**config.mk**
```make
export PLATFORM = sky130hd
export DESIGN_NAME = nor_flash_command_sequencer_flat
export DESIGN_NICKNAME = d
export VERILOG_FILES = /design/src/hw/rtl/nfcs_pkg.sv /design/src/hw/rtl/nfcs_req_if.sv /design/src/hw/rtl/nfcs_cyc_if.sv /design/src/hw/rtl/nfcs_front.sv /design/src/hw/rtl/nfcs_queue.sv /design/src/hw/rtl/nfcs_back.sv /design/src/hw/rtl/nor_flash_command_sequencer.sv /design/src/flat_wrapper.sv
export VERILOG_INCLUDE_DIRS = /design/src /design/src/hw/rtl
export SDC_FILE = /design/constraint.sdc
export NUM_CORES = 1
export LEC_CHECK = 0
export BUFFER_PORTS_ARGS = -buffer_cell sky130_fd_sc_hd__buf_2
export CAP_MARGIN = 0
export CORE_ASPECT_RATIO = 1.4
export CORE_UTILIZATION = 30
export DETAILED_ROUTE_END_ITERATION = 7
export PLACE_DENSITY = 0.58
export SLEW_MARGIN = 20
export SYNTH_ARGS = -nofsm -noshare
export SYNTH_HDL_FRONTEND = slang
export SYNTH_SLANG_ARGS = --single-unit
```
**constraint.sdc**
```tcl
create_clock -name clk -period 3.9 [get_ports clk]
set_clock_uncertainty 0.2 [all_clocks]
set_input_delay 0.195 -clock clk [delete_from_list [all_inputs] [get_ports clk]]
set_output_delay 0.195 -clock clk [all_outputs]
set_load 0.005 [all_outputs]
```
**src/hw/rtl/nor_flash_command_sequencer_assert.svh**
```systemverilog
// Assertion macros for the NOR flash command sequencer.
// Each macro expects signals named clk and rst_n in the scope where it is used.
`ifndef NOR_FLASH_COMMAND_SEQUENCER_ASSERT_SVH
`define NOR_FLASH_COMMAND_SEQUENCER_ASSERT_SVH

// Same-cycle implication, checked outside reset.
`define NFCS_ASSERT_SAME(label, ante, cons, msg) \
    label: assert property (@(posedge clk) disable iff (!rst_n) (ante) |-> (cons)) \
        else $error(msg);

// Next-cycle implication, checked outside reset.
`define NFCS_ASSERT_NEXT(label, ante, cons, msg) \
    label: assert property (@(posedge clk) disable iff (!rst_n) (ante) |=> (cons)) \
        else $error(msg);

`endif

```
**src/hw/rtl/nfcs_pkg.sv**
```systemverilog
// Shared types, codes and the bus cycle table of the NOR flash command sequencer.
// No dependencies; every other RTL file of the block except the assertion header imports it.
package nfcs_pkg;

    localparam int ADDR_W   = 17;
    localparam int BYTE_W   = 8;
    localparam int SECTOR_W = 8;
    localparam int KIND_W   = 3;
    localparam int WAIT_W   = 18;
    localparam int STEP_W   = 3;
    localparam int LAST_SECTOR_W = 5;

    // Request kinds on the input channel.
    localparam logic [KIND_W-1:0] KIND_READ         = 3'd0;
    localparam logic [KIND_W-1:0] KIND_PROGRAM      = 3'd1;
    localparam logic [KIND_W-1:0] KIND_SECTOR_ERASE = 3'd2;
    localparam logic [KIND_W-1:0] KIND_CHIP_ERASE   = 3'd3;
    localparam logic [KIND_W-1:0] KIND_READ_ID      = 3'd4;

    // Cycle kinds on the output channel.
    localparam logic [1:0] CK_WRITE  = 2'd0;
    localparam logic [1:0] CK_READ   = 2'd1;
    localparam logic [1:0] CK_REJECT = 2'd2;

    // Capture tags for read cycles.
    localparam logic [1:0] TAG_NONE      = 2'd0;
    localparam logic [1:0] TAG_READ_DATA = 2'd1;
    localparam logic [1:0] TAG_SW_ID     = 2'd2;
    localparam logic [1:0] TAG_DEV_ID    = 2'd3;

    // JEDEC unlock addresses and command bytes.
    localparam logic [ADDR_W-1:0] UNLOCK_A = 17'h05555;
    localparam logic [ADDR_W-1:0] UNLOCK_B = 17'h02AAA;
    localparam logic [ADDR_W-1:0] ID_ADDR_SW  = 17'h00000;
    localparam logic [ADDR_W-1:0] ID_ADDR_DEV = 17'h00001;
    localparam logic [BYTE_W-1:0] CMD_UNLOCK_1  = 8'hAA;
    localparam logic [BYTE_W-1:0] CMD_UNLOCK_2  = 8'h55;
    localparam logic [BYTE_W-1:0] CMD_PROGRAM   = 8'hA0;
    localparam logic [BYTE_W-1:0] CMD_ERASE     = 8'h80;
    localparam logic [BYTE_W-1:0] CMD_CHIP      = 8'h10;
    localparam logic [BYTE_W-1:0] CMD_SECTOR    = 8'h30;
    localparam logic [BYTE_W-1:0] CMD_ID_ENTRY  = 8'h90;
    localparam logic [BYTE_W-1:0] CMD_ID_EXIT   = 8'hF0;

    // Waits after each bus access, in microseconds.
    localparam logic [WAIT_W-1:0] WAIT_NONE    = 18'd0;
    localparam logic [WAIT_W-1:0] WAIT_BUS     = 18'd1;
    localparam logic [WAIT_W-1:0] WAIT_PROGRAM = 18'd20;
    localparam logic [WAIT_W-1:0] WAIT_SECTOR  = 18'd50000;
    localparam logic [WAIT_W-1:0] WAIT_CHIP    = 18'd200000;

    // Byte address of the single configuration register.
    localparam logic [2:0] REG_LAST_SECTOR = 3'd0;

    // Operation after classification by the front end.
    typedef enum logic [2:0] {
        OP_READ,
        OP_PROGRAM,
        OP_SECTOR_ERASE,
        OP_CHIP_ERASE,
        OP_READ_ID,
        OP_REJECT
    } op_t;

    // One classified request travelling through the queue.
    typedef struct packed {
        op_t               op;
        logic [ADDR_W-1:0] addr;
        logic [BYTE_W-1:0] data;
    } desc_t;

    // One bus cycle as delivered on the output channel.
    typedef struct packed {
        logic [1:0]        cycle_kind;
        logic [ADDR_W-1:0] bus_address;
        logic [BYTE_W-1:0] bus_data;
        logic [1:0]        capture_tag;
        logic [WAIT_W-1:0] wait_us;
        logic              last_cycle;
    } cyc_t;

    // Sequencer status seen by the top level.
    typedef struct packed {
        logic              busy;
        logic [STEP_W-1:0] step;
        op_t               op;
    } back_status_t;

    function automatic cyc_t bus_write(logic [ADDR_W-1:0] addr, logic [BYTE_W-1:0] data,
                                       logic [WAIT_W-1:0] wait_time, logic last);
        cyc_t c;
        c.cycle_kind  = CK_WRITE;
        c.bus_address = addr;
        c.bus_data    = data;
        c.capture_tag = TAG_NONE;
        c.wait_us     = wait_time;
        c.last_cycle  = last;
        return c;
    endfunction

    function automatic cyc_t bus_read(logic [ADDR_W-1:0] addr, logic [1:0] tag,
                                      logic last);
        cyc_t c;
        c.cycle_kind  = CK_READ;
        c.bus_address = addr;
        c.bus_data    = '0;
        c.capture_tag = tag;
        c.wait_us     = WAIT_BUS;
        c.last_cycle  = last;
        return c;
    endfunction

    function automatic cyc_t reject_cycle();
        cyc_t c;
        c.cycle_kind  = CK_REJECT;
        c.bus_address = '0;
        c.bus_data    = '0;
        c.capture_tag = TAG_NONE;
        c.wait_us     = WAIT_NONE;
        c.last_cycle  = 1'b1;
        return c;
    endfunction

    // The five writes that open both erase sequences.
    function automatic cyc_t erase_unlock(logic [STEP_W-1:0] step);
        cyc_t c;
        unique case (step)
            3'd0:    c = bus_write(UNLOCK_A, CMD_UNLOCK_1, WAIT_BUS, 1'b0);
            3'd1:    c = bus_write(UNLOCK_B, CMD_UNLOCK_2, WAIT_BUS, 1'b0);
            3'd2:    c = bus_write(UNLOCK_A, CMD_ERASE, WAIT_BUS, 1'b0);
            3'd3:    c = bus_write(UNLOCK_A, CMD_UNLOCK_1, WAIT_BUS, 1'b0);
            default: c = bus_write(UNLOCK_B, CMD_UNLOCK_2, WAIT_BUS, 1'b0);
        endcase
        return c;
    endfunction

    // Bus cycle number step of a classified operation.
    function automatic cyc_t build_cycle(op_t op, logic [STEP_W-1:0] step,
                                         logic [ADDR_W-1:0] addr, logic [BYTE_W-1:0] data);
        cyc_t c;
        unique case (op)
            OP_READ: c = bus_read(addr, TAG_READ_DATA, 1'b1);
            OP_PROGRAM: begin
                unique case (step)
                    3'd0:    c = bus_write(UNLOCK_A, CMD_UNLOCK_1, WAIT_BUS, 1'b0);
                    3'd1:    c = bus_write(UNLOCK_B, CMD_UNLOCK_2, WAIT_BUS, 1'b0);
                    3'd2:    c = bus_write(UNLOCK_A, CMD_PROGRAM, WAIT_BUS, 1'b0);
                    default: c = bus_write(addr, data, WAIT_PROGRAM, 1'b1);
                endcase
            end
            OP_SECTOR_ERASE: begin
                if (step == 3'd5)
                    c = bus_write(addr, CMD_SECTOR, WAIT_SECTOR, 1'b1);
                else
                    c = erase_unlock(step);
            end
            OP_CHIP_ERASE: begin
                if (step == 3'd5)
                    c = bus_write(UNLOCK_A, CMD_CHIP, WAIT_CHIP, 1'b1);
                else
                    c = erase_unlock(step);
            end
            OP_READ_ID: begin
                unique case (step)
                    3'd0:    c = bus_write(UNLOCK_A, CMD_UNLOCK_1, WAIT_BUS, 1'b0);
                    3'd1:    c = bus_write(UNLOCK_B, CMD_UNLOCK_2, WAIT_BUS, 1'b0);
                    3'd2:    c = bus_write(UNLOCK_A, CMD_ID_ENTRY, WAIT_PROGRAM, 1'b0);
                    3'd3:    c = bus_read(ID_ADDR_SW, TAG_SW_ID, 1'b0);
                    3'd4:    c = bus_read(ID_ADDR_DEV, TAG_DEV_ID, 1'b0);
                    3'd5:    c = bus_write(UNLOCK_A, CMD_UNLOCK_1, WAIT_BUS, 1'b0);
                    3'd6:    c = bus_write(UNLOCK_B, CMD_UNLOCK_2, WAIT_BUS, 1'b0);
                    default: c = bus_write(UNLOCK_A, CMD_ID_EXIT, WAIT_BUS, 1'b1);
                endcase
            end
            default: c = reject_cycle();
        endcase
        return c;
    endfunction

endpackage

```
**src/hw/rtl/nfcs_req_if.sv**
```systemverilog
// Request channel of the NOR flash command sequencer: valid, ready and one request word.
// Depends on nfcs_pkg for field widths.
interface nfcs_req_if
    import nfcs_pkg::*;
();
    logic                valid;
    logic                ready;
    logic [KIND_W-1:0]   kind;
    logic [ADDR_W-1:0]   target_address;
    logic [BYTE_W-1:0]   write_byte;
    logic [SECTOR_W-1:0] sector_number;

    modport source (
        output valid, kind, target_address, write_byte, sector_number,
        input  ready
    );

    modport sink (
        input  valid, kind, target_address, write_byte, sector_number,
        output ready
    );
endinterface

```
**src/hw/rtl/nfcs_cyc_if.sv**
```systemverilog
// Bus cycle channel of the NOR flash command sequencer: valid, ready and one cycle word.
// Depends on nfcs_pkg for field widths.
interface nfcs_cyc_if
    import nfcs_pkg::*;
();
    logic              valid;
    logic              ready;
    logic [1:0]        cycle_kind;
    logic [ADDR_W-1:0] bus_address;
    logic [BYTE_W-1:0] bus_data;
    logic [1:0]        capture_tag;
    logic [WAIT_W-1:0] wait_us;
    logic              last_cycle;

    modport source (
        output valid, cycle_kind, bus_address, bus_data, capture_tag, wait_us, last_cycle,
        input  ready
    );

    modport sink (
        input  valid, cycle_kind, bus_address, bus_data, capture_tag, wait_us, last_cycle,
        output ready
    );
endinterface

```
**src/hw/rtl/nfcs_front.sv**
```systemverilog
// Front end: accepts request words and classifies them into queue descriptors.
// Depends on nfcs_pkg and nfcs_req_if.
module nfcs_front
    import nfcs_pkg::*;
#(
    parameter int ADDRESS_BITS = 17,
    parameter int SECTOR_SHIFT = 12
) (
    nfcs_req_if.sink                  req,
    input  logic [LAST_SECTOR_W-1:0]  last_sector,
    input  logic                      queue_full,
    output logic                      push,
    output desc_t                     push_desc
);

    localparam logic [ADDR_W-1:0] ADDR_MASK =
        (ADDRESS_BITS >= ADDR_W) ? {ADDR_W{1'b1}} : ADDR_W'((1 << ADDRESS_BITS) - 1);
    localparam int ERASE_W = SECTOR_W + SECTOR_SHIFT;

    logic [ERASE_W-1:0] erase_wide;
    logic [ADDR_W-1:0]  erase_addr;
    logic [ADDR_W-1:0]  user_addr;
    logic               sector_ok;

    assign req.ready  = !queue_full;
    assign push       = req.valid && !queue_full;

    assign erase_wide = ERASE_W'(req.sector_number) << SECTOR_SHIFT;
    assign erase_addr = ADDR_W'(erase_wide) & ADDR_MASK;
    assign user_addr  = req.target_address & ADDR_MASK;
    assign sector_ok  = req.sector_number <= SECTOR_W'(last_sector);

    always_comb
    begin
        push_desc.addr = user_addr;
        push_desc.data = req.write_byte;
        unique case (req.kind)
            KIND_READ:    push_desc.op = OP_READ;
            KIND_PROGRAM: push_desc.op = OP_PROGRAM;
            KIND_SECTOR_ERASE:
            begin
                push_desc.op   = sector_ok ? OP_SECTOR_ERASE : OP_REJECT;
                push_desc.addr = erase_addr;
            end
            KIND_CHIP_ERASE: push_desc.op = OP_CHIP_ERASE;
            KIND_READ_ID:    push_desc.op = OP_READ_ID;
            default:         push_desc.op = OP_REJECT;
        endcase
    end

endmodule

```
**src/hw/rtl/nfcs_queue.sv**
```systemverilog
// Short descriptor queue between the front end and the sequencer.
// Depends on nfcs_pkg for the descriptor type.
module nfcs_queue
    import nfcs_pkg::*;
#(
    parameter int DEPTH = 2
) (
    input  logic  clk,
    input  logic  rst_n,
    input  logic  push,
    input  desc_t push_desc,
    output logic  full,
    input  logic  pop,
    output logic  head_valid,
    output desc_t head_desc
);

    localparam int PW = (DEPTH > 1) ? $clog2(DEPTH) : 1;
    localparam int CW = $clog2(DEPTH + 1);

    desc_t           slot_reg [DEPTH];
    logic [PW-1:0]   wr_ptr_reg, wr_ptr_next;
    logic [PW-1:0]   rd_ptr_reg, rd_ptr_next;
    logic [CW-1:0]   count_reg, count_next;

    assign full       = count_reg == CW'(DEPTH);
    assign head_valid = count_reg != '0;
    assign head_desc  = slot_reg[rd_ptr_reg];

    always_comb
    begin
        wr_ptr_next = wr_ptr_reg;
        rd_ptr_next = rd_ptr_reg;
        if (push)
            wr_ptr_next = (wr_ptr_reg == PW'(DEPTH - 1)) ? '0 : wr_ptr_reg + 1'b1;
        if (pop)
            rd_ptr_next = (rd_ptr_reg == PW'(DEPTH - 1)) ? '0 : rd_ptr_reg + 1'b1;
        unique case ({push, pop})
            2'b10:   count_next = count_reg + 1'b1;
            2'b01:   count_next = count_reg - 1'b1;
            default: count_next = count_reg;
        endcase
    end

    always_ff @(posedge clk or negedge rst_n)
    begin
        if (!rst_n)
        begin
            wr_ptr_reg <= '0;
            rd_ptr_reg <= '0;
            count_reg  <= '0;
        end
        else
        begin
            wr_ptr_reg <= wr_ptr_next;
            rd_ptr_reg <= rd_ptr_next;
            count_reg  <= count_next;
        end
    end

    always_ff @(posedge clk)
    begin
        if (push)
            slot_reg[wr_ptr_reg] <= push_desc;
    end

endmodule

```
**src/hw/rtl/nfcs_back.sv**
```systemverilog
// Sequencer: steps through the bus cycles of each queued operation into an output register.
// Depends on nfcs_pkg for the descriptor, cycle table and status type.
module nfcs_back
    import nfcs_pkg::*;
(
    input  logic         clk,
    input  logic         rst_n,
    input  logic         head_valid,
    input  desc_t        head_desc,
    output logic         pop,
    output logic         out_valid,
    input  logic         out_ready,
    output cyc_t         out_cycle,
    output back_status_t status
);

    logic              cur_valid_reg, cur_valid_next;
    desc_t             cur_desc_reg;
    logic [STEP_W-1:0] step_reg, step_next;
    logic              out_valid_reg, out_valid_next;
    cyc_t              out_reg;

    desc_t             eff_desc;
    logic [STEP_W-1:0] eff_step;
    cyc_t              gen;
    logic              advance;

    // A held operation goes first; otherwise the queue head starts at step zero.
    assign eff_desc = cur_valid_reg ? cur_desc_reg : head_desc;
    assign eff_step = cur_valid_reg ? step_reg : '0;
    assign gen      = build_cycle(eff_desc.op, eff_step, eff_desc.addr, eff_desc.data);
    assign advance  = (cur_valid_reg || head_valid) && (!out_valid_reg || out_ready);
    assign pop      = advance && !cur_valid_reg;

    assign out_valid = out_valid_reg;
    assign out_cycle = out_reg;
    assign status.busy = cur_valid_reg;
    assign status.step = step_reg;
    assign status.op   = cur_desc_reg.op;

    always_comb
    begin
        cur_valid_next = cur_valid_reg;
        step_next      = step_reg;
        out_valid_next = out_valid_reg;
        if (advance)
        begin
            out_valid_next = 1'b1;
            if (gen.last_cycle)
            begin
                cur_valid_next = 1'b0;
                step_next      = '0;
            end
            else
            begin
                cur_valid_next = 1'b1;
                step_next      = eff_step + 1'b1;
            end
        end
        else if (out_ready)
        begin
            out_valid_next = 1'b0;
        end
    end

    always_ff @(posedge clk or negedge rst_n)
    begin
        if (!rst_n)
        begin
            cur_valid_reg <= 1'b0;
            step_reg      <= '0;
            out_valid_reg <= 1'b0;
        end
        else
        begin
            cur_valid_reg <= cur_valid_next;
            step_reg      <= step_next;
            out_valid_reg <= out_valid_next;
        end
    end

    always_ff @(posedge clk)
    begin
        if (advance)
        begin
            out_reg      <= gen;
            cur_desc_reg <= eff_desc;
        end
    end

endmodule

```
**src/hw/rtl/nor_flash_command_sequencer.sv**
```systemverilog
// Top level of the NOR flash command sequencer: configuration port, front end, queue, sequencer.
// Depends on nfcs_pkg, nfcs_req_if, nfcs_cyc_if, nfcs_front, nfcs_queue, nfcs_back
// and the assertion macros in nor_flash_command_sequencer_assert.svh.
//
//   Channel   Direction  Handshake                    Word
//   req       in         valid/ready                  kind, target_address, write_byte,
//                                                     sector_number
//   cyc       out        valid/ready                  cycle_kind, bus_address, bus_data,
//                                                     capture_tag, wait_us, last_cycle
//   apb       in         psel/penable/pwrite/pready   last_sector at byte address 0
//
// A request becomes one to eight bus cycle words, one per clock while the output is taken:
// a read or a rejected request gives one, program four, either erase six, read ID eight.
// The sequencer's step counter, which walks the cycle table, sets that rate; the next
// request's first word follows the previous one's last word with no gap if it is already queued.
// The request channel is ready while the descriptor queue has room, so requests
// keep flowing in while the sequencer works or the output stalls.
// Reset is asynchronous and active low; last_sector resets to 31.
`include "nor_flash_command_sequencer_assert.svh"

module nor_flash_command_sequencer
    import nfcs_pkg::*;
#(
    parameter int ADDRESS_BITS = 17,
    parameter int SECTOR_SHIFT = 12,
    parameter int QUEUE_DEPTH  = 2
) (
    input  logic        clk,
    input  logic        rst_n,
    nfcs_req_if.sink    req,
    nfcs_cyc_if.source  cyc,
    input  logic        psel,
    input  logic        penable,
    input  logic        pwrite,
    input  logic [2:0]  paddr,
    input  logic [31:0] pwdata,
    output logic [31:0] prdata,
    output logic        pready
);

    logic [LAST_SECTOR_W-1:0] last_sector_reg, last_sector_next;
    logic                     cfg_write;
    logic                     reg_hit;

    logic         q_push;
    desc_t        q_push_desc;
    logic         q_full;
    logic         q_pop;
    logic         q_head_valid;
    desc_t        q_head_desc;
    cyc_t         out_cycle;
    back_status_t back_status;

    // The configuration port never inserts wait states. Only the word at byte
    // address zero holds a register; the low two address bits select a byte
    // lane and are ignored.
    assign pready    = 1'b1;
    assign reg_hit   = paddr[2] == REG_LAST_SECTOR[2];
    assign cfg_write = psel && penable && pwrite && pready;
    assign prdata    = reg_hit ? 32'(last_sector_reg) : '0;

    always_comb
    begin
        last_sector_next = last_sector_reg;
        if (cfg_write && reg_hit)
            last_sector_next = pwdata[LAST_SECTOR_W-1:0];
    end

    always_ff @(posedge clk or negedge rst_n)
    begin
        if (!rst_n)
            last_sector_reg <= 5'd31;
        else
            last_sector_reg <= last_sector_next;
    end

    // The front end classifies each request word, including the sector range
    // check, so the sequencer only ever sees a ready-made operation.
    nfcs_front #(
        .ADDRESS_BITS (ADDRESS_BITS),
        .SECTOR_SHIFT (SECTOR_SHIFT)
    ) u_front (
        .req         (req),
        .last_sector (last_sector_reg),
        .queue_full  (q_full),
        .push        (q_push),
        .push_desc   (q_push_desc)
    );

    nfcs_queue #(
        .DEPTH (QUEUE_DEPTH)
    ) u_queue (
        .clk        (clk),
        .rst_n      (rst_n),
        .push       (q_push),
        .push_desc  (q_push_desc),
        .full       (q_full),
        .pop        (q_pop),
        .head_valid (q_head_valid),
        .head_desc  (q_head_desc)
    );

    // The sequencer owns the output register; a word waiting there does not
    // block the queue from filling.
    nfcs_back u_back (
        .clk        (clk),
        .rst_n      (rst_n),
        .head_valid (q_head_valid),
        .head_desc  (q_head_desc),
        .pop        (q_pop),
        .out_valid  (cyc.valid),
        .out_ready  (cyc.ready),
        .out_cycle  (out_cycle),
        .status     (back_status)
    );

    assign cyc.cycle_kind  = out_cycle.cycle_kind;
    assign cyc.bus_address = out_cycle.bus_address;
    assign cyc.bus_data    = out_cycle.bus_data;
    assign cyc.capture_tag = out_cycle.capture_tag;
    assign cyc.wait_us     = out_cycle.wait_us;
    assign cyc.last_cycle  = out_cycle.last_cycle;

    // Single-word operations finish in the cycle they start and are never held.
    `NFCS_ASSERT_SAME(a_single_not_held, back_status.busy, (back_status.op != OP_READ) && (back_status.op != OP_REJECT), "single-cycle operation held by sequencer")
    // A held operation has already emitted at least its first word.
    `NFCS_ASSERT_SAME(a_held_step, back_status.busy, back_status.step != '0, "held operation at step zero")
    // A rejected request is a single word with its address and wait cleared.
    `NFCS_ASSERT_SAME(a_reject_word, cyc.valid && (cyc.cycle_kind == CK_REJECT), cyc.last_cycle && (cyc.bus_address == '0) && (cyc.wait_us == '0), "malformed reject word")
    // In the cycle after a push, the queue head, sequencer or output holds a word.
    `NFCS_ASSERT_NEXT(a_push_visible, q_push, q_head_valid || back_status.busy || cyc.valid, "accepted request lost")

endmodule

```
**src/flat_wrapper.sv**
```systemverilog
// flat-port wrapper written by rule: the top's interface ports become plain ports
module nor_flash_command_sequencer_flat import nfcs_pkg::*;
#(
    parameter int ADDRESS_BITS = 17,
    parameter int SECTOR_SHIFT = 12,
    parameter int QUEUE_DEPTH  = 2
)
  (clk, rst_n, psel, penable, pwrite, paddr, pwdata, prdata, pready, req_valid, req_kind, req_target_address, req_write_byte, req_sector_number, req_ready, cyc_valid, cyc_cycle_kind, cyc_bus_address, cyc_bus_data, cyc_capture_tag, cyc_wait_us, cyc_last_cycle, cyc_ready);
  nfcs_req_if req_i ();
  nfcs_cyc_if cyc_i ();
  input  logic clk;
  input  logic rst_n;
  input  logic psel;
  input  logic penable;
  input  logic pwrite;
  input  logic [2:0] paddr;
  input  logic [31:0] pwdata;
  output logic [31:0] prdata;
  output logic pready;
  input wire logic [$bits(req_i.valid)-1:0] req_valid;
  input wire logic [$bits(req_i.kind)-1:0] req_kind;
  input wire logic [$bits(req_i.target_address)-1:0] req_target_address;
  input wire logic [$bits(req_i.write_byte)-1:0] req_write_byte;
  input wire logic [$bits(req_i.sector_number)-1:0] req_sector_number;
  output wire logic [$bits(req_i.ready)-1:0] req_ready;
  output wire logic [$bits(cyc_i.valid)-1:0] cyc_valid;
  output wire logic [$bits(cyc_i.cycle_kind)-1:0] cyc_cycle_kind;
  output wire logic [$bits(cyc_i.bus_address)-1:0] cyc_bus_address;
  output wire logic [$bits(cyc_i.bus_data)-1:0] cyc_bus_data;
  output wire logic [$bits(cyc_i.capture_tag)-1:0] cyc_capture_tag;
  output wire logic [$bits(cyc_i.wait_us)-1:0] cyc_wait_us;
  output wire logic [$bits(cyc_i.last_cycle)-1:0] cyc_last_cycle;
  input wire logic [$bits(cyc_i.ready)-1:0] cyc_ready;
  assign req_i.valid = req_valid;
  assign req_i.kind = req_kind;
  assign req_i.target_address = req_target_address;
  assign req_i.write_byte = req_write_byte;
  assign req_i.sector_number = req_sector_number;
  assign req_ready = req_i.ready;
  assign cyc_valid = cyc_i.valid;
  assign cyc_cycle_kind = cyc_i.cycle_kind;
  assign cyc_bus_address = cyc_i.bus_address;
  assign cyc_bus_data = cyc_i.bus_data;
  assign cyc_capture_tag = cyc_i.capture_tag;
  assign cyc_wait_us = cyc_i.wait_us;
  assign cyc_last_cycle = cyc_i.last_cycle;
  assign cyc_i.ready = cyc_ready;
  nor_flash_command_sequencer #(.ADDRESS_BITS(ADDRESS_BITS), .SECTOR_SHIFT(SECTOR_SHIFT), .QUEUE_DEPTH(QUEUE_DEPTH)) u_core (.clk(clk), .rst_n(rst_n), .req(req_i), .cyc(cyc_i), .psel(psel), .penable(penable), .pwrite(pwrite), .paddr(paddr), .pwdata(pwdata), .prdata(prdata), .pready(pready));
endmodule
```
==> results of run 1 <==
## layer usage
metal	GRT usage, %	share of wire [%]	routed length [µm]	vias up
li1	-	-	-	2129
met1	14.8	41	5800	2003
met2	23.1	52	7210	130
met3	3.15	4.4	617	24
met4	6.45	2.5	349	0
met5	0	0	0	-
## kinds of logic after synthesis
group	Yosys count	share of synthesized area, %
compound gates	95	9.25
xor+xnor	5	0.682
simple gates	160	12.6
mux	40	6.74
flops	134	61.6
buf+inv	86	7.61
fa+ha+maj	7	1.36
other cells	2	0.117
## repair_timing
action,in CTS,in global routing
hold buffers,41,0
hold endpoints to repair,78,0
resized for setup,0,0
## worst min path at each step
stage | from | slack (ns) | endpoint
4_1_cts | rst_n | 0.03 | u_core.u_queue.count_reg[1]
2_1_floorplan | rst_n | -0.30 | u_core.u_back.cur_valid_reg
6_report | rst_n | 0.03 | u_core.u_queue.count_reg[1]
5_1_grt | rst_n | 0.06 | u_core.u_queue.count_reg[1]
3_5_place_dp | rst_n | -0.04 | u_core.u_queue.wr_ptr_reg
3_3_place_gp | rst_n | -0.05 | u_core.u_queue.wr_ptr_reg
## through the flow
stage               std cells  worst slack, ns  util, %  hold WS [ns]  power (mW)
finish                    939            0.776     38.3        0.0301        6.38
global route              939            0.623     38.3        0.0614        6.77
CTS                       939            0.776     38.3        0.0318        6.46
detailed placement        866            0.824     33.4       -0.0412        4.68
global placement          866            0.800     33.4       -0.0460        4.66
floorplan                 561            0.588        -        -0.301        3.99
## Yosys cell counts (7+ instances only)
| master | instances |
|---|---|
| ha_1 | 7 |
| edfxtp_1 | 120 |
| nand2b_1 | 8 |
| inv_1 | 18 |
| clkbuf_1 | 15 |
| a21oi_1 | 8 |
| o21ai_0 | 46 |
| dfrtp_1 | 9 |
| nand3_1 | 8 |
| buf_2 | 7 |
| nand2_1 | 50 |
| nor2_1 | 37 |
| nor2b_1 | 20 |
| nor3_1 | 12 |
| mux2i_1 | 26 |
| mux2_2 | 12 |
| buf_4 | 40 |
## final cells by class
class                      instances  area, µm²
fill                            2070      13000
sequential                       134       3960
multi-input combinational        341       2100
timing repair buffer             150        986
clock buffer                      19        433
tap                              260        325
clock inverter                    13        203
inverter                          22       82.6
## report_power, final
group          total (mW)  internal, mW  switching (mW)  leakage, nW
registers            2.55          2.32           0.229         1.32
clock network        1.71          1.13           0.580        0.299
logic                2.12         0.790            1.33         1.62
total                6.38          4.24            2.14         3.24
==> out/metrics.csv, run 1 <==
metric,value,unit
path_depth,7,
rsz0062_at_grt,no,
htreeDepth,4,
ir_worst_vdd,0.342,mV
final_cell_mix,"120 x edfxtp_1, 97 x buf_2, 50 x nand2_1",
regToRegSetupSlack,0.78,ns
ys_types,65,
worst_pin_slew,0.845,ns
dr.pass1.iters,8,
crit_end,u_core.u_back.out_cycle[41],
yosys_warnings,0,
crit_required,3.95,ns
grt_pass1_vias,4176,
ys_seq_area_share,61.6,%
r2r-start,u_core.u_back.cur_valid_reg,
slowest_stage,nor4_1,
fp.coreArea,21100,µm²
cts.sinks,134,
wl_per_cell,14.9,µm
synthesis.area,6420,µm²
routed_via_density,4.56,
fin_area,8090,µm²
vias,4286,
critical_path.startpoint_type,flip-flop,
crit_fanout,17,
largest_reg_flops,56,
synthCells,529,
start_util,30.4,%
avgSynthCellArea,12.1,µm²
crit_family,simple AND/OR/NAND/NOR gates,
routed_wl,14.0,mm
critPathKind,flip-flop to flip-flop,
r2r-end,u_core.u_back.out_cycle[41],
grt_max_degree,36,
ys_ff_latch,134,
ys_async_sr_fraction,10.4,%
outcome,"complete, but fails checks",
finalSetupViolations,0,
first_iter_violations,253,
cts_tree,done,
num_antenna_cells,0,
grt_first_pass_wirelength,21.9,mm
fp.dieH,175,µm
root_buffer,clkbuf_16,
synth_edf_count,120,
die_area,22000,µm²
violations,design-rule violations,
reg2reg_depth,7,
insertion_delay,0.42,ns
worstPathArrival,3.17,ns
layout_commonest_cell,edfxtp_1,
powerDensity,788,nW/µm²
hp-class,primary input to async pin,
dp_hpwl,10.0,mm
cp_slowest_stage_delay,0.67,ns
antenna_found_initial,0,
path_buf_inv,2,
synth_top_area_share,56.1,%
gp_congestion,0.834,
synth_top_cell_by_area,edfxtp_1,
cp_cell_sequence,"buf_4, nor2b_1, o21bai_2, inv_2, nor4_1, nor2_1, o21ai_0",
finalHoldViolations,0,
min_period,3.12,ns
drc_errors,15,
dieWidth,126,µm
path_clk_slew,0.06,ns
place_area,7050,µm²
ant_nets,0,
port_buffers,97,
clock_path_buffers,2,
synthTopCellsByArea,"edfxtp_1 56%, buf_4 4.7%, mux2i_1 4.1%, o21ai_0 3.6%, dfrtp_1 3.5%",
cap_violations,0,
grt_remaining_overflow,0,
p_leak,3.24,nW
io_pins,161,
final_max_slew_viol_count,0,
critPathCaptureType,flip-flop,
fin_crit_sh,80.1,%
synth_ff_type,edfxtp_1,
area_growth,26.0,%
cts_buffers,17,
timing.slew.headroom,43.5,%
finalNetCount,751,
rows,63,
grt_usage,13.1,%
post_cts.repair.setup_buffers,0,
max_freq,320,MHz
crit_start,u_core.u_back.cur_valid_reg,
fin_tns_setup,0,ns
drive_above_1_share,25.0,%
Note: power is estimated with default switching activity, not from simulation.
==> run 2, diff against run 1 <==
Settings changed: PLACE_DENSITY 0.58 to 0.6.
Clock period 3.9 ns to 2.8 ns, I/O delays scaled along.
==> run 2 against run 1 <==
Against the previous run:
- sequential power up 38%
- clock power is 24% higher
- the run still ends with design-rule violations left
- total power up 37%
- design area grew 0.51%
- combinational power grew 47%
- worst hold slack improved by 0.042 ns
- via count up 0.77%
- critical path type unchanged
- register-to-register slack worse by 0.55 ns
- utilization is 0.20 points higher
- sequential share of layout area shrank 0.23 points
- flip-flop and latch count is the same
- first-iteration DRC count fell by 16%
==> out/metrics.csv, run 2 (same netlist as run 1, synthesis figures left out) <==
metric,value,unit
grt_pass1_vias,4191,
combPwrFrac,35.5,%
cts_buffers,17,
violations,design-rule violations,
place_area,7150,µm²
grtUsageMet1,15.4,%
hp-class,primary input to flip-flop,
path_clk_slew,0.06,ns
switching_share,35.1,%
post-place-cells,877,
antenna_found_initial,0,
ant_nets,0,
power.switching,3.06,mW
crit_fanout,12,
grt_first_pass_wirelength,21.9,mm
area_growth,26.6,%
dieWidth,126,µm
finalSetupViolations,0,
final.fill_count,2070,
r2r-end,u_core.u_back.out_cycle[32],
worstPathArrival,2.53,ns
dr.pass1.iters,7,
vias,4319,
grt_remaining_overflow,0,
final_cell_mix,"120 x edfxtp_1, 97 x buf_2, 50 x nand2_1",
start_util,30.4,%
regToRegSetupSlack,0.23,ns
worst_pin_slew,0.547,ns
clock_path_buffers,2,
largest_reg_flops,56,
gp_congestion,0.861,
rsz0062_at_grt,no,
powerDensity,1070,nW/µm²
root_buffer,clkbuf_16,
fin_tns_setup,0,ns
max_freq,389,MHz
worstHoldPathCells,3,
drc_errors,12,
grt_use_met2,22.6,%
layout_commonest_cell,edfxtp_1,
num_antenna_cells,0,
finalNetCount,763,
fp.dieH,175,µm
use_met3,3.12,%
timing.slew.headroom,63.4,%
fin_area,8130,µm²
cts.sinks,134,
crit_required,2.76,ns
grt_usage,13.2,%
finalHoldViolations,0,
busiest_layer,met2,
io_pins,161,
first_iter_violations,213,
routed_via_density,4.54,
min_period,2.57,ns
die_area,22000,µm²
post_cts.repair.setup_buffers,0,
reg2reg_depth,9,
worst_hold_path.endpoint,u_core.last_sector_reg[3],
critical_path.startpoint_type,flip-flop,
critPathKind,flip-flop to flip-flop,
port_buffers,97,
r2r-start,u_core.u_back.cur_valid_reg,
final_util,38.5,%
fp.coreArea,21100,µm²
cts_tree,done,
p_clk_share,24.3,%
grt_max_degree,45,
dp_hpwl,9.90,mm
drive_above_1_share,27.2,%
layoutNonFillerInstCount,951,
p_leak,3.27,nW
routed_wl,13.8,mm
cap_violations,0,
worst_hold_startpoint,pwrite,
wl_per_cell,14.6,µm
htreeDepth,4,
ir_worst_vdd,0.435,mV
fin_crit_sh,91.9,%
p_seq_share,40.2,%
insertion_delay,0.42,ns
rows,63,
critPathCaptureType,flip-flop,
outcome,"complete, but fails checks",
final_max_slew_viol_count,0,
internal_power,5.68,mW
run 2: power groups by stage:
stage          clock (mW)  combinational [mW]  sequential [mW]
2_1_floorplan           0                2.11             3.52
3_3_place_gp            0                3.04             3.54
3_5_place_dp            0                3.07             3.56
4_1_cts              2.18                3.14             3.53
5_1_grt              2.25                3.43             3.59
6_report             2.12                3.11             3.52
run 2: stage by stage:
stage / worst slack (ns) / hold WS, ns / total power [mW]
after floorplan: 0.0106 / -0.356 / 5.62
after global placement: 0.220 / -0.102 / 6.59
after detailed placement: 0.175 / -0.0970 / 6.63
after CTS: 0.155 / 0.0698 / 8.84
after global routing: 0.0712 / 0.0855 / 9.28
final: 0.227 / 0.0722 / 8.74
run 2: routing by layer:
layer  share of wire, %  wire length (µm)  up-vias
li1                   -                 -     2161
met4                2.3               319        0
met2                 50              6990      142
met5                  0                 0        -
met3                4.0               555       20
met1                 43              5980     1996
run 2: worst max-delay path by stage:
stage / cells after the start / to / from
after global routing: 9 / u_core.u_back.out_cycle[32] / u_core.u_back.cur_valid_reg
final: 9 / u_core.u_back.out_cycle[32] / u_core.u_back.cur_valid_reg
after CTS: 9 / u_core.u_back.out_cycle[32] / u_core.u_back.cur_valid_reg
after detailed placement: 9 / u_core.u_back.out_cycle[32] / u_core.u_back.cur_valid_reg
after global placement: 9 / u_core.u_back.out_cycle[34] / u_core.u_back.cur_valid_reg
after floorplan: 12 / u_core.u_back.out_cycle[29] / u_core.u_back.cur_valid_reg
run 2: cell type report:
cell class	instances	area, µm²	area share, %
Timing Repair Buffer	162	1080	13.3
Sequential cell	134	3960	48.7
Clock inverter	14	139	1.71
Tap cell	260	325	4.00
Inverter	22	82.6	1.02
Multi-Input combinational cell	341	2120	26.0
Clock buffer	18	429	5.28
run 2: timing repair:
item | in CTS | in global routing
gates resized for setup | 0 | 0
setup endpoints to repair | 0 | 0
hold buffers | 42 | 0
hold endpoints to repair | 78 | 0
run 2: worst max-delay path, stage by stage, from the launching register on:
cell and delay (ns):
dfrtp_2 0.48, and3_1 0.23, ha_2 0.19, buf_4 0.17, mux2i_1 0.09, a31oi_1 0.24, nor3_1 0.09, o21ai_0 0.34
buf_4 0.20, o21ai_0 0.09
==> run 3, diff against run 2 <==
Settings changed: PLACE_DENSITY 0.6 to 0.58.
Clock period 2.8 ns to 3.25 ns, I/O delays scaled along.
==> run 3 against run 2 <==
Against the previous run:
- the run still ends with design-rule violations left
- non-clock buffer count is 4 lower
- design area barely moved
- critical endpoint is now u_core.u_back.out_cycle[41]
- routed wire length fell by 1.3%
- fmax shrank 8.5%
==> out/metrics.csv, run 3 (same netlist as run 1, synthesis figures left out) <==
metric,value,unit
grt_first_pass_wirelength,22.0,mm
htreeDepth,4,
max_freq,356,MHz
cp_slowest_stage_delay,0.68,ns
final_cell_mix,"120 x edfxtp_1, 97 x buf_2, 50 x nand2_1",
num_antenna_cells,0,
insertion_delay,0.42,ns
worst_pin_slew,0.742,ns
path_clk_slew,0.06,ns
rsz0062_at_grt,no,
crit_fanout,15,
layoutNonFillerInstCount,947,
critical_path.startpoint_type,flip-flop,
ir_worst_vdd,0.308,mV
first_iter_violations,230,
slowest_stage,nor4_1,
start_util,30.4,%
post_cts.repair.setup_buffers,0,
total_power,7.59,mW
routed_via_density,4.56,
post-place-cells,873,
outcome,"complete, but fails checks",
power.switching,2.59,mW
vias,4316,
switching_share,34.1,%
ant_nets,0,
layout_commonest_cell,edfxtp_1,
area_growth,26.6,%
timing.slew.headroom,50.1,%
dp_slack,0.510,ns
grt_max_degree,52,
hp-class,primary input to flip-flop,
dieWidth,126,µm
internal_power,5.00,mW
critPathKind,flip-flop to flip-flop,
port_buffers,97,
critPathCaptureType,flip-flop,
wl_per_cell,14.4,µm
powerDensity,933,nW/µm²
drive_above_1_share,26.2,%
io_pins,161,
final_max_slew_viol_count,0,
p_seq_share,40.0,%
p_leak,3.27,nW
fin_tns_setup,0,ns
largest_reg_flops,56,
fin_crit_sh,86.5,%
min_period,2.81,ns
antenna_found_initial,0,
gp_congestion,0.855,
die_area,22000,µm²
finalHoldViolations,0,
p_clk_share,25.6,%
dr.pass1.iters,7,
routed_wl,13.7,mm
grt_usage,13.1,%
cap_violations,0,
finalSetupViolations,0,
grt_remaining_overflow,0,
violations,design-rule violations,
grt_pass1_vias,4207,
clock_path_buffers,2,
cp_cell_sequence,"mux2_2, o21ai_1, inv_2, nor4_1, nor2_1, o21ai_0",
fp.coreArea,21100,µm²
finalNetCount,759,
hold_buffers,42,
final.fill_count,2046,
crit_required,3.31,ns
cts_buffers,17,
dp_hpwl,9.83,mm
cts_tree,done,
fp.dieH,175,µm
drc_errors,14,
cts_resized,0,
setup_ws,0.439,ns
root_buffer,clkbuf_16,
rows,63,
worstPathArrival,2.88,ns
cts.sinks,134,
combPwrFrac,34.4,%
==> run 3: cell count changes in the layout (fill, tap and decap cells not counted), moves of 2 or more <==
cell | before | now
buf_4 | 23 | 18
inv_6 | 6 | 2
bufinv_16 | 1 | 3
clkinv_4 | 2 | 4
==> run 3: power groups by stage <==
stage,Combinational [mW],Sequential (mW),Clock [mW]
3_5_place_dp,2.58,3.08,0
6_report,2.61,3.03,1.94
2_1_floorplan,1.76,3.03,0
3_3_place_gp,2.57,3.07,0
4_1_cts,2.64,3.05,1.99
5_1_grt,2.91,3.11,2.06
==> run 3: cell type report <==
class | count | area, µm² | area share, %
well taps | 260 | 325 | 4.00
inverters | 22 | 82.6 | 1.02
flip-flops and latches | 134 | 3960 | 48.7
multi-input cells | 341 | 2100 | 25.8
clock inverters | 14 | 175 | 2.15
clock buffers | 18 | 429 | 5.28
repair buffers | 158 | 1060 | 13.0
==> run 3: final timing paths <==
kind / from / endpoint / slack [ns] / depth (start not counted)
setup reg to reg: u_core.u_queue.rd_ptr_reg / u_core.u_back.out_cycle[41] / 0.44 / 6
hold reg to reg: u_core.u_queue.count_reg[1] / u_core.u_queue.count_reg[1] / 0.31 / 1
setup / recovery: u_core.u_queue.rd_ptr_reg / u_core.u_back.out_cycle[41] / 0.44 / 6
hold / removal: pwrite / u_core.last_sector_reg[3] / 0.08 / 3
max in group asynchronous: rst_n / u_core.u_queue.wr_ptr_reg / 1.86 / 3
min in group asynchronous: rst_n / u_core.last_sector_reg[3] / 0.13 / 2
==> run 3: critical path: cells and delay by family, from the launching register on <==
kind	cells	cell delay, ns
buf+inv	1	0.17
simple gates	2	0.89
mux	1	0.41
flops	1	0.62
compound gates	2	0.35
==> run 3: per-layer routing <==
layer | wire length [µm] | share of wire (%) | up-vias | track usage [%]
met5 | 0 | 0 | - | 0
met3 | 691 | 5.1 | 27 | 3.34
li1 | - | - | 2152 | -
met2 | 6780 | 50 | 153 | 22.0
met1 | 5780 | 42 | 1984 | 15.3
met4 | 414 | 3.0 | 0 | 7.16
==> run 3: metrics by stage <==
stage	area (µm²)	hold WS [ns]	utilization (%)
2_1_floorplan	6550	-0.333	-
3_3_place_gp	7110	-0.0850	33.6
3_5_place_dp	7110	-0.0829	33.6
4_1_cts	8130	0.0727	38.5
5_1_grt	8130	0.104	38.5
6_report	8130	0.0837	38.5
